### src/sv/qpmm_sqrt.sv
`default_nettype none
module qpmm_sqrt #(
  parameter int W = 17
) (
  input  wire logic           clk,
  input  wire logic           en,
  input  wire logic [2*W-1:0] op,
  output logic      [W-1:0]   root
);

  // One result bit per stage, restoring square root.
  logic [2*W-1:0] s_r    [W];
  logic [W+1:0]   rem_r  [W];
  logic [W-1:0]   root_r [W];

  for (genvar k = 0; k < W; k++) begin : g_stage
    logic [2*W-1:0] s_p;
    logic [W+1:0]   rem_p;
    logic [W-1:0]   root_p;
    logic [W+3:0]   rem_sh;
    logic [W+3:0]   trial;
    logic [W+3:0]   diff;
    logic           ge;

    if (k == 0) begin : g_first
      assign s_p    = op;
      assign rem_p  = '0;
      assign root_p = '0;
    end else begin : g_next
      assign s_p    = s_r[k-1];
      assign rem_p  = rem_r[k-1];
      assign root_p = root_r[k-1];
    end

    // Bring down the next bit pair and try the odd trial value.
    always_comb begin
      rem_sh = {rem_p, s_p[2*W-1 -: 2]};
      trial  = {2'b00, root_p, 2'b01};
      ge     = (rem_sh >= trial);
      diff   = rem_sh - trial;
    end

    always_ff @(posedge clk) begin
      if (en) begin
        s_r[k]    <= s_p << 2;
        rem_r[k]  <= ge ? diff[W+1:0] : rem_sh[W+1:0];
        root_r[k] <= {root_p[W-2:0], ge};
      end
    end
  end

  assign root = root_r[W-1];

endmodule
`default_nettype wire

### config.mk
export PLATFORM = sky130hd
export DESIGN_NAME = qpmm_sqrt
export DESIGN_NICKNAME = d
export VERILOG_FILES = /design/src/sv/qpmm_sqrt.sv
export SDC_FILE = /design/constraint.sdc
export NUM_CORES = 1
export LEC_CHECK = 0
export ABC_AREA = 1
export BUFFER_PORTS_ARGS = -buffer_cell sky130_fd_sc_hd__buf_2
export CORE_UTILIZATION = 25
export CTS_CLUSTER_DIAMETER = 100
export DETAILED_ROUTE_END_ITERATION = 7
export SLEW_MARGIN = 20
export SYNTH_ARGS = -nofsm -noshare
export SYNTH_HDL_FRONTEND = slang
export SYNTH_SLANG_ARGS = --single-unit
### constraint.sdc
create_clock -name clk -period 2.2 [get_ports clk]
set_input_delay 0.66 -clock clk [delete_from_list [all_inputs] [get_ports clk]]
set_output_delay 0.66 -clock clk [all_outputs]
set_load 0.1 [all_outputs]
==> results.json <==
{
  "area_growth_pct": 22.40,
  "p_leak_nw": 19.90,
  "cts_hold_buf": 0,
  "ys_top_cells_by_area": "edfxtp_1, nand2_1, inv_1, ha_1, nor2_1",
  "overflow": 0,
  "fill_cells": 15326,
  "io_pins": 53,
  "clk_path_buf_depth": 3,
  "fin_nets": 4575,
  "die_y_um": 389.1,
  "hold_slack_ps": 128.6,
  "regArea_um2": 21230,
  "tritoncts": "yes",
  "hpwl_um": 62610,
  "syn_avg_cell_area_um2": 9.300,
  "hold_viol": 0,
  "diodes": 0,
  "grt_pass1_wl_um": 132500,
  "avgViaCountPerCell": 4.221,
  "fin_util": 0.3095,
  "dr_total_vias": 26852,
  "grt_util_all_layers": 0.1079,
  "gp_congestion": 0.8973,
  "initial_utilization": 0.2528,
  "drive_above_1_share": 0.1571,
  "syn-num-nets": 4236,
  "synth_area_leader_cell": "edfxtp_1",
  "clk_latency_ps": 680,
  "dp_slack_ps": -232.5,
  "tightest_slew_ps": 528.3,
  "cts.sinks": 707,
  "core.rowCount": 141,
  "cts.clk_slew.worst_paths_ps": 60,
  "yosysWarnings": 0,
  "ys.flop_type": "edfxtp_1",
  "path_class": "register to register",
  "drv_slew": 0,
  "worstPathArrival_ps": 2580,
  "status": "finished, final reports clean",
  "relSlewSlack": 0.6478,
  "ctsHtreeMaxLevel": 3,
  "ys_seq_area_frac": 0.5666,
  "netlist_area_um2": 37470,
  "die_x_um": 389.1,
  "finalSetupTns_ps": 0,
  "dieArea_um2": 151400,
  "worstPathRequired_ps": 2630,
  "drtAntennaViolNets": 0,
  "cp-start-kind": "register",
  "async_flop_share": 0,
  "io_buffers": 52,
  "power_density_nw_per_um2": 847.6,
  "drcViolationCount": 0,
  "grt_pass1_vias": 26316,
  "cp-end-kind": "register",
  "multiInputGateArea_um2": 14690,
  "worstPathMaxFanout": 6,
  "drt_wl_total_um": 83930,
  "setup_viol": 0,
  "antenna_found_initial": 0,
  "drtIter0Drc": 1476,
  "finalCritPeriodShare": 0.9776,
  "rsz0062_at_grt": "yes",
  "fmax_mhz": 464.9,
  "synth_edf_count": 707,
  "postSynthCellCount": 4029,
  "first_pass_iters": 6,
  "clockRootBuffer": "clkbuf_16",
  "ys_types": 43,
  "peakVddDrop_mv": 0.6027,
  "drv_cap": 0,
  "synth_top_area_share": 0.5666,
  "grt_max_degree": 93,
  "clock_skew_ps": 40.15,
  "ys_ff_latch": 707,
  "finalWorstSetupSlack_ps": 49.22,
  "core_um2": 148200,
  "hp-class": "input pin to register",
  "period_needed_ps": 2151,
  "wire_per_inst_um": 13.20,
  "cts_buffers": 80
}
[cell usage in the layout, fill, tap and decap left out, drive strengths merged]
cell type     n
nand3       233
xnor2        34
o21ai       104
and2          4
clkinvlp      4
a21oi       152
and3          4
ha          171
inv         651
o21bai        2
o211ai        3
buf         277
a31oi         1
nor4          3
nand2      1350
conb          1
or3           2
a21o          4
clkbuf      101
nand3b       35
o21a          3
a21boi        2
xor2         91
nor3         37
or2           9
clkinv       27
bufinv       12
nand4        35
edfxtp      707
nor2        372
[report_power, final]
| part | leakage [nW] | internal (W) | switching, W |
|---|---|---|---|
| sequential | 6.78 | 0.0165 | 0.000910 |
| combinational | 11.8 | 0.00301 | 0.00468 |
| clock | 1.31 | 0.00821 | 0.00555 |
| total | 19.9 | 0.0277 | 0.0111 |
[worst max-delay path, stage by stage (launching register included)]
cell and delay, ps:
edfxtp_1 430, inv_2 100, ha_4 220, a21oi_4 140, nand2_2 100, nand2_2 60, nand2_2 60, nand2_2 90
nand2_2 70, nor2_4 240, buf_12 150, o21ai_1 70, buf_4 150
[path summary, 6_finish.rpt]
| path | startpoint | to | slack (ps) | cells past startpoint |
|---|---|---|---|---|
| max | root_r[0][102] | rem_r[0][136] | 50 | 12 |
| min | op[25] | s_r[0][25] | 130 | 1 |
| max reg2reg | root_r[0][102] | rem_r[0][136] | 50 | 12 |
| min reg2reg | s_r[0][314] | s_r[0][348] | 410 | 0 |
[metal layers]
layer  global-route usage  vias to the layer above  part of all wire
li1                     -                    13796                 -
met5                    0                        -                 0
met4              0.03830                        0             0.032
met3              0.01850                      172             0.034
met2               0.1888                      456              0.49
met1               0.1326                    12428              0.45
[area by class of cell]
cell class / count / share of cell area
Multi-Input combinational cell: 2652 / 0.3204
Clock buffer: 99 / 0.04521
Clock inverter: 46 / 0.01479
Inverter: 648 / 0.05325
Tap cell: 1930 / 0.05265
Timing Repair Buffer: 279 / 0.05080
Sequential cell: 707 / 0.4629
[synthesized netlist by cell type, types with 4 or more instances]
cell,number
ha_1,171
nor2_4,8
buf_6,14
xor2_1,91
o21ai_0,71
nand2_2,41
o21ai_1,26
nand3b_1,35
nand3_1,223
nand3_2,7
nor2_1,343
and3_1,4
a21o_1,4
nor3_1,32
or2_2,8
buf_4,8
nand2_4,4
xnor2_1,34
edfxtp_1,707
inv_2,25
nand4_1,35
a21oi_2,31
a21oi_1,118
and2_1,4
o21ai_2,7
nor2_2,20
nor3_2,5
nand2_1,1303
inv_1,623
[timing repair]
item	in CTS	in global routing
buffers inserted	7	35
setup endpoints to repair	55	224
gates resized for setup	18	176
pin swaps	5	35
endpoints found under the hold margin	0	0
gates cloned	2	5
[metrics by stage]
stage / total power [W] / std cells / instance area (µm²)
after CTS: 0.03880 / 6321 / 44460
after global placement: 0.02466 / 6167 / 41530
after detailed placement: 0.02474 / 6167 / 41530
after floorplan: 0.02219 / 4029 / 37470
final: 0.03887 / 6361 / 45860
after global routing: 0.04099 / 6361 / 45860
[kinds of logic after synthesis]
family,after synthesis,share of synthesized area
AND/OR/NAND/NOR,2079,0.2329
flip-flops,707,0.5666
buffers and inverters,675,0.07216
AO/OA/AOI/OAI,271,0.04187
adder cells (fa/ha/maj),171,0.05710
XOR/XNOR,125,0.02922
other,1,0.0001001
[sequential cells by signal, indices dropped and copies added, names as in the netlist]
name	count
root_r	153
rem_r	282
s_r	272
Note: power is estimated with default switching activity, not from simulation.
