File: src/sv/qpmm_div.sv
`default_nettype none
module qpmm_div #(
  parameter int C = 16
) (
  input  wire logic         clk,
  input  wire logic         en,
  input  wire logic [C+13:0] num,
  input  wire logic [C:0]   mean,
  output logic      [C-1:0] q,
  output logic              sat
);

  localparam int NW = C + 15;
  localparam int XW = 2 * C + 17;

  logic [NW-1:0] rem_r [C+1];
  logic [C+1:0]  d_r   [C+1];
  logic [C-1:0]  q_r   [C+1];
  logic          sat_r [C+1];

  // Rounded quotient: (2*num + mean) / (2*mean); overflow is found up front.
  logic [NW-1:0] n0;
  logic [C+1:0]  d0;
  always_comb begin
    n0 = {num, 1'b0} + NW'(mean);
    d0 = {mean, 1'b0};
  end

  always_ff @(posedge clk) begin
    if (en) begin
      rem_r[0] <= n0;
      d_r[0]   <= d0;
      q_r[0]   <= '0;
      sat_r[0] <= (XW'(n0) >= (XW'(d0) << C));
    end
  end

  // One quotient bit per stage, most significant first.
  for (genvar k = 1; k <= C; k++) begin : g_stage
    localparam int SH = C - k;
    logic [XW-1:0] dsh;
    logic [XW-1:0] sub;
    logic          ge;

    always_comb begin
      dsh = XW'(d_r[k-1]) << SH;
      ge  = (XW'(rem_r[k-1]) >= dsh);
      sub = XW'(rem_r[k-1]) - dsh;
    end

    always_ff @(posedge clk) begin
      if (en) begin
        rem_r[k] <= ge ? sub[NW-1:0] : rem_r[k-1];
        d_r[k]   <= d_r[k-1];
        q_r[k]   <= {q_r[k-1][C-2:0], ge};
        sat_r[k] <= sat_r[k-1];
      end
    end
  end

  assign q   = q_r[C];
  assign sat = sat_r[C];

endmodule
`default_nettype wire

File: config.mk
export PLATFORM = sky130hd
export DESIGN_NAME = qpmm_div
export DESIGN_NICKNAME = d
export VERILOG_FILES = /design/src/sv/qpmm_div.sv
export SDC_FILE = /design/constraint.sdc
export NUM_CORES = 1
export LEC_CHECK = 0
export BUFFER_PORTS_ARGS = -buffer_cell sky130_fd_sc_hd__buf_2
export CORE_MARGIN = 8
export CORE_UTILIZATION = 58
export CTS_CLUSTER_SIZE = 30
export DETAILED_ROUTE_END_ITERATION = 16
export MAX_ROUTING_LAYER = met4
export PLACE_DENSITY = 0.71
export SLEW_MARGIN = 20
export SYNTH_ARGS = -nofsm -noshare
export SYNTH_HDL_FRONTEND = slang
export SYNTH_SLANG_ARGS = --single-unit
File: constraint.sdc
create_clock -name clk -period 10.8 [get_ports clk]
set_clock_uncertainty 0.1 [all_clocks]
set_input_delay 2.16 -clock clk [delete_from_list [all_inputs] [get_ports clk]]
set_output_delay 2.16 -clock clk [all_outputs]
set_load 0.01 [all_outputs]
==> results of run 1 <==
==> per-layer routing <==
metal,part of all wire (%),wire length (um)
met5,0,0
met2,57,53200
met3,2.7,2510
met1,32,29700
met4,7.6,7060
==> where the power goes <==
part | internal, mW | total (mW) | switching [mW] | leakage [nW]
logic | 1.69 | 3.87 | 2.19 | 9.51
registers | 4.79 | 5.17 | 0.387 | 8.75
clock network | 1.80 | 3.14 | 1.34 | 1.48
total | 8.27 | 12.2 | 3.91 | 19.7
==> critical path, cell delays in order <==
cell	delay (ns)
buf_2	0.11
ha_1	0.25
inv_1	0.09
fa_1	0.41
nand2b_1	0.18
a21oi_1	0.31
o21bai_1	0.19
a211oi_1	0.34
nor2_1	0.13
nor3_2	0.42
nand3_1	0.16
xnor2_1	0.18
ha_1	0.31
nand4_1	0.14
nor3b_1	0.23
nand4_1	0.17
or3_1	0.33
nor3_1	0.11
nor4b_1	0.23
or4b_1	0.49
o41ai_2	0.21
==> flip-flops by register name (all words and copies together), names as in the netlist <==
name,flops
rem_r,496
d_r,256
q_r,136
sat_r,17
==> kinds of logic (layout without fill, tap and decap cells) <==
logic type / Yosys count / after routing
fa+ha+maj: 314 / 314
compound gates: 836 / 836
flops: 905 / 905
xor+xnor: 276 / 276
mux: 88 / 88
buf+inv: 412 / 616
simple gates: 957 / 957
==> how the worst max path moves through the flow <==
stage	to	slack (ns)	cells after the start
detailed placement	sat_r[0][0]$_DFFE_PP_	3.29	21
global placement	sat_r[0][0]$_DFFE_PP_	3.32	21
CTS	sat_r[0][0]$_DFFE_PP_	3.97	21
global route	sat_r[0][0]$_DFFE_PP_	3.64	21
finish	sat_r[0][0]$_DFFE_PP_	4.02	21
floorplan	sat_r[0][0]$_DFFE_PP_	4.39	20
==> stage by stage <==
step | hold WS, ns | cell area [um2] | setup slack, ns | power [mW]
2_1_floorplan | 0.300 | 46500 | 4.39 | 8.08
3_3_place_gp | 0.300 | 48100 | 3.32 | 9.00
6_report | 0.314 | 51100 | 4.02 | 12.2
3_5_place_dp | 0.305 | 48100 | 3.29 | 9.09
5_1_grt | 0.311 | 51100 | 3.64 | 12.9
4_1_cts | 0.307 | 51100 | 3.97 | 12.3
==> layout make-up <==
type / count / area, um2
Clock buffer: 116 / 2500
Multi-Input combinational cell: 2471 / 17700
Timing Repair Buffer: 85 / 523
Tap cell: 1060 / 1330
Clock inverter: 56 / 507
Fill cell: 6099 / 28800
Sequential cell: 905 / 27200
Inverter: 359 / 1350
==> placed cells by master, fill, tap and decap left out, types with 17 or more instances in the layout <==
cell and count:
xnor2_1 152, clkinv_2 22, clkbuf_1 19, buf_4 17, nor2_1 198, nand2b_1 49, and3_1 30, o31a_1 23
or3_1 29, inv_1 358, nor4b_1 21, o31ai_1 26, nand4_1 42, clkinv_1 21, nor3_1 74, mux2_2 75
o211ai_1 22, nand2_1 266, a21oi_1 216, nand3_1 58, buf_2 64, nor4_1 49, o21a_1 56, a211oi_1 29
o21ai_0 230, xor2_1 124, edfxtp_1 905, clkbuf_16 97, ha_1 298, a21o_1 80, nor2b_1 48
==> run_results.csv, run 1 <==
group,metric,value,unit
grt,grt_pass1_wl,148,mm
cells_and_area,final_util,64.0,%
synth,yosys.area_share.simple,10.5,%
synth,synthMuxAreaShare,2.11,%
hold_path,hp-start,"q_r[9][7]$_DFFE_PP_",
clocking,clkSinkCount,905,
clocking,ctsHoldBuffers,0,
worst_setup_path,r2r-end,"rem_r[0][204]$_DFFE_PP_",
timing,timing.setup.tns,0,ns
cells_and_area,final_nets,4281,
synth,avgSynthCellArea,12.3,um2
synth,synth.most_common_cell,"edfxtp_1",
hold_path,min_to,"q_r[10][8]$_DFFE_PP_",
synth,synth_top_family_by_area,"compound AO/OA/AOI/OAI gates",
clocking,post_cts_buffers,0,
cells_and_area,instances_no_fill,5052,
clocking,worstSkewPairLatency,0.65,ns
die,rows,104,
hold_path,hold_depth,0,
timing,finalCriticalPeriod,6.78,ns
pwr,peakVddDrop,0.000154,V
grt,grt_pass1_vias,30429,
worst_setup_path,rr_startpoint,"rem_r[0][155]$_DFFE_PP_",
cells_and_area,area_growth,9.92,%
clocking,cts_resized,0,
clocking,tritoncts,"yes",
worst_setup_path,cp_data_arrival_time,7.14,ns
clocking,clockBufferDepth,3,
synth,syn_area,46500,um2
timing,drv_slew,0,
timing,slew-limit-headroom,21.7,%
worst_setup_path,critPathMaxFanout,6,
synth,synthTopCellsByCount,"edfxtp_1 (905), inv_1 (358), ha_1 (298)",
die,io_pins,66,
pwr,power-per-cell-area,238,nW/um2
clocking,clkTransAtPathRegs,0.06,ns
timing,worst-slew-pin-transition,1.17,ns
synth,synthDistinctLibCells,102,
die,fp.dieW,299,um
synth,async_flop_share,0,%
worst_setup_path,reg2reg_depth,10,
clocking,htreeDepth,3,
worst_setup_path,start_kind,"primary input",
timing,max_freq,148,MHz
drt,num_vias,28993,
synth,synth_edf_count,905,
grt,grt_max_degree,202,
grt,met3_usage,2.57,%
timing,min_period_over_period,62.8,%
synth,synth_seq_area_share,58.5,%
grt,grt-busiest-layer,"met2",
worst_setup_path,critPathLaunch,"mean[1]",
place,port_buffers,65,
synth,synth-compound-area-share,11.6,%
clocking,numCtsBuffers,96,
cells_and_area,drive_above_1_share,8.92,%
synth,synth-seq-cells,905,
synth,syn_inst,3788,
worst_setup_path,required,11.17,ns
die,fp.coreArea,79900,um2
place,dp_cells,4880,
job,drv_cap,0,
grt,use_met2,42.5,%
drt,drt-wirelength-per-cell,18.3,um
synth,syn-num-nets,4151,
worst_setup_path,end_kind,"flip-flop",
clocking,cts-root-buf,"clkbuf_16",
drt,wirelength,92.5,mm
synth,yosysWarnings,0,
drt,drtPass1Iterations,5,
timing,rsz0062_at_grt,"no",
die,start_util,58.2,%
synth,synth_top_area_share,58.5,%
drt,drt_iter0_markers,1441,
synth,synth-adder-area-share,8.71,%
timing,finalHoldViolations,0,
grt,grt_util_all_layers,21.1,%
hold_path,hp-class,"reg -> reg",
synth,synth_flop_cell,"edfxtp_1",
synth,synthTopCellsByArea,"edfxtp_1 (58%), ha_1 (8.0%), inv_1 (2.9%)",
pwr,power.leakage,19.7,nW
status,outcome,"finished clean",
drt,viasPerCell,5.74,
synth,synth_xor_area_share,5.20,%
drt,postRouteAntennaNets,0,
die,dieArea,89500,um2
place,globalplace.congestion,0.916,
grt,antenna_found_initial,0,
worst_setup_path,r2r_setup_slack,6.82,ns
die,dieHeight,299,um
drt,drc,0,
place,hpwl,69.2,mm
timing,setup_violations,0,
grt,grt_overflow,0,
synth,yosysTopAreaCell,"edfxtp_1",
cells_and_area,n_antenna_cell,0,
grt,use_met1,17.2,%
worst_setup_path,worstSetupPathType,"in -> reg",
Note: power is estimated with default switching activity, not from simulation.
==> inputs of run 2 (changes only) <==
--- a/config.mk
+++ b/config.mk
@@ -5,6 +5,7 @@
 export SDC_FILE = /design/constraint.sdc
 export NUM_CORES = 1
 export LEC_CHECK = 0
+export ABC_AREA = 1
 export BUFFER_PORTS_ARGS = -buffer_cell sky130_fd_sc_hd__buf_2
 export CORE_MARGIN = 8
 export CORE_UTILIZATION = 58
==> constraint.sdc (replaced) <==
create_clock -name clk -period 6.6 [get_ports clk]
set_clock_uncertainty 0.1 [all_clocks]
set_input_delay 1.32 -clock clk [delete_from_list [all_inputs] [get_ports clk]]
set_output_delay 1.32 -clock clk [all_outputs]
set_load 0.01 [all_outputs]
==> run_results.csv, run 2 <==
group,metric,value,unit
status,outcome,"finished clean",
drt,drt-wirelength-per-cell,19.1,um
drt,postRouteAntennaNets,0,
cells_and_area,final_util,63.9,%
drt,drt_iter0_markers,3544,
pwr,peakVddDrop,0.000263,V
cells_and_area,multi_input_area,19900,um2
synth,yosysTopAreaCell,"edfxtp_1",
synth,synth_flop_cell,"edfxtp_1",
die,fp.coreArea,86300,um2
clocking,cts_resized,0,
worst_setup_path,critPathMaxFanout,4,
worst_setup_path,end_kind,"flip-flop",
cells_and_area,top_regs,"rem_r x496, d_r x256, q_r x136",
timing,setup_ws,2.25,ns
grt,grt_max_degree,147,
timing,timing.setup.tns,0,ns
grt,grt_util_all_layers,26.2,%
clocking,ctsHoldBuffers,0,
cells_and_area,largest_register_ffs,496,
cells_and_area,layout_common_cells,"nand2_1 (1177), edfxtp_1 (905), inv_1 (724), nor2_1 (414), a21oi_1 (322)",
grt,grt_pass1_wl,196,mm
worst_setup_path,required,6.92,ns
cells_and_area,n_fill_cell,7097,
synth,synth_top_area_share,54.0,%
pwr,p_total,22.5,mW
die,start_util,58.3,%
die,rows,108,
cells_and_area,final_common_cell,"nand2_1",
job,drv_cap,0,
drt,viasPerCell,5.58,
timing,drv_slew,0,
synth,avgSynthCellArea,9.68,um2
cells_and_area,final_nets,5680,
grt,grt_overflow,0,
drt,drtPass1Iterations,6,
die,fp.dieW,311,um
timing,worst-slew-pin-transition,0.989,ns
place,globalplace.congestion,0.995,
synth,yosysWarnings,0,
cells_and_area,regArea,27200,um2
synth,syn-num-nets,5563,
worst_setup_path,worstSetupPathType,"in -> reg",
clocking,cts-root-buf,"clkbuf_16",
clocking,clockBufferDepth,3,
clocking,numCtsBuffers,95,
die,io_pins,66,
timing,setup_violations,0,
worst_setup_path,rr_startpoint,"rem_r[0][341]$_DFFE_PP_",
worst_setup_path,r2r_setup_slack,3.07,ns
place,hpwl,97.7,mm
worst_setup_path,critPathLaunch,"num[5]",
die,dieHeight,311,um
clocking,htreeDepth,3,
grt,antenna_found_initial,2,
worst_setup_path,r2r-end,"rem_r[0][402]$_DFFE_PP_",
worst_setup_path,cp_data_arrival_time,4.66,ns
cells_and_area,final_cell_area,55200,um2
clocking,worstSkewPairLatency,0.67,ns
hold_path,hp-class,"reg -> reg",
synth,synth_edf_count,905,
timing,finalCriticalPeriod,4.35,ns
synth,synth.most_common_cell,"nand2_1",
place,postPlaceCellArea,51800,um2
worst_setup_path,reg2reg_depth,11,
grt,grt_pass1_vias,34865,
synth,synth-seq-cells,905,
clocking,clkTransAtPathRegs,0.06,ns
clocking,post_cts_buffers,0,
synth,syn_area,50300,um2
die,dieArea,96400,um2
pwr,power-per-cell-area,407,nW/um2
place,port_buffers,65,
drt,num_vias,36580,
pwr,power.leakage,23.0,nW
drt,wirelength,125,mm
cells_and_area,drive_above_1_share,7.13,%
worst_setup_path,start_kind,"primary input",
synth,synthTopCellsByArea,"edfxtp_1 (54%), nand2_1 (8.8%), ha_1 (7.4%)",
timing,min_period_over_period,65.8,%
timing,slew-limit-headroom,33.9,%
timing,rsz0062_at_grt,"no",
clocking,tritoncts,"yes",
timing,max_freq,230,MHz
cells_and_area,area_growth,9.66,%
timing,finalHoldViolations,0,
synth,synth_seq_area_share,54.0,%
place,pre_cts_ws,1.59,ns
drt,drc,0,
synth,synthDistinctLibCells,66,
clocking,clkSinkCount,905,
worst_setup_path,cp-endpoint,"sat_r[0][0]$_DFFE_PP_",
synth,async_flop_share,0,%
synth,syn_inst,5200,
synth,synthTopCellsByCount,"nand2_1 (1177), edfxtp_1 (905), inv_1 (724)",
cells_and_area,top_register,"rem_r",
-- run 2: kinds of logic after synthesis --
| family | Yosys count | share of synthesized area, % |
|---|---|---|
| AOI/OAI and AO/OA | 830 | 9.46 |
| buffers and inverters | 789 | 6.35 |
| xor gates and xnor gates | 243 | 4.23 |
| adders and majority gates | 314 | 8.05 |
| and+or+nand+nor | 2119 | 17.9 |
| DFF | 905 | 54.0 |
-- run 2: area by class of cell --
class                   instances  area share [%]
clock buffers                 103            4.40
clock inverters                73            1.62
repair buffers                 76           0.939
diodes                          2         0.00907
flip-flops and latches        905            49.3
multi-input cells            3506            36.2
well taps                    1155            2.62
inverters                     733            5.00
-- run 2: worst min path at each step --
stage                         startpoint                   end  slack (ns)  cells past startpoint
floorplan            q_r[9][0]$_DFFE_PP_  q_r[10][1]$_DFFE_PP_        0.30                      0
global placement     q_r[8][0]$_DFFE_PP_   q_r[9][1]$_DFFE_PP_        0.30                      0
detailed placement  q_r[10][2]$_DFFE_PP_  q_r[11][3]$_DFFE_PP_        0.30                      0
CTS                 q_r[10][2]$_DFFE_PP_  q_r[11][3]$_DFFE_PP_        0.31                      0
global route        q_r[11][4]$_DFFE_PP_  q_r[12][5]$_DFFE_PP_        0.31                      0
finish              q_r[10][2]$_DFFE_PP_  q_r[11][3]$_DFFE_PP_        0.31                      0
-- run 2: worst max-delay path: stages --
cell and delay [ns]:
buf_2 0.10, ha_1 0.37, nand2_1 0.16, inv_1 0.08, a21oi_1 0.14, nand2_1 0.15, nand2_1 0.12, nand2_1 0.08
a21boi_0 0.45, nor2_1 0.19, nand3_1 0.12, xor2_1 0.28, ha_1 0.30, nand2_1 0.07, inv_1 0.03, o21ai_0 0.16
a21oi_1 0.09, a31oi_1 0.20, o211a_1 0.18, nand2_1 0.05
-- run 2: stage by stage --
stage	hold slack [ns]	std cells
2_1_floorplan	0.300	5200
3_3_place_gp	0.300	6375
3_5_place_dp	0.305	6375
4_1_cts	0.314	6551
5_1_grt	0.314	6553
6_report	0.314	6553
-- run 2: routing by layer --
metal	track usage, %	share of wire, %	wire length [um]	vias up
li1	-	-	-	17994
met1	36.6	46	57700	17217
met2	39.7	44	55400	1158
met3	3.71	6.4	8040	211
met4	8.53	3.1	3930	0
met5	-	0	0	-
-- run 2: where the power goes --
part / total, mW / switching [mW] / internal, mW
combinational: 8.10 / 5.20 / 2.89
clock: 5.64 / 2.31 / 3.33
sequential: 8.72 / 0.852 / 7.87
total: 22.5 / 8.37 / 14.1
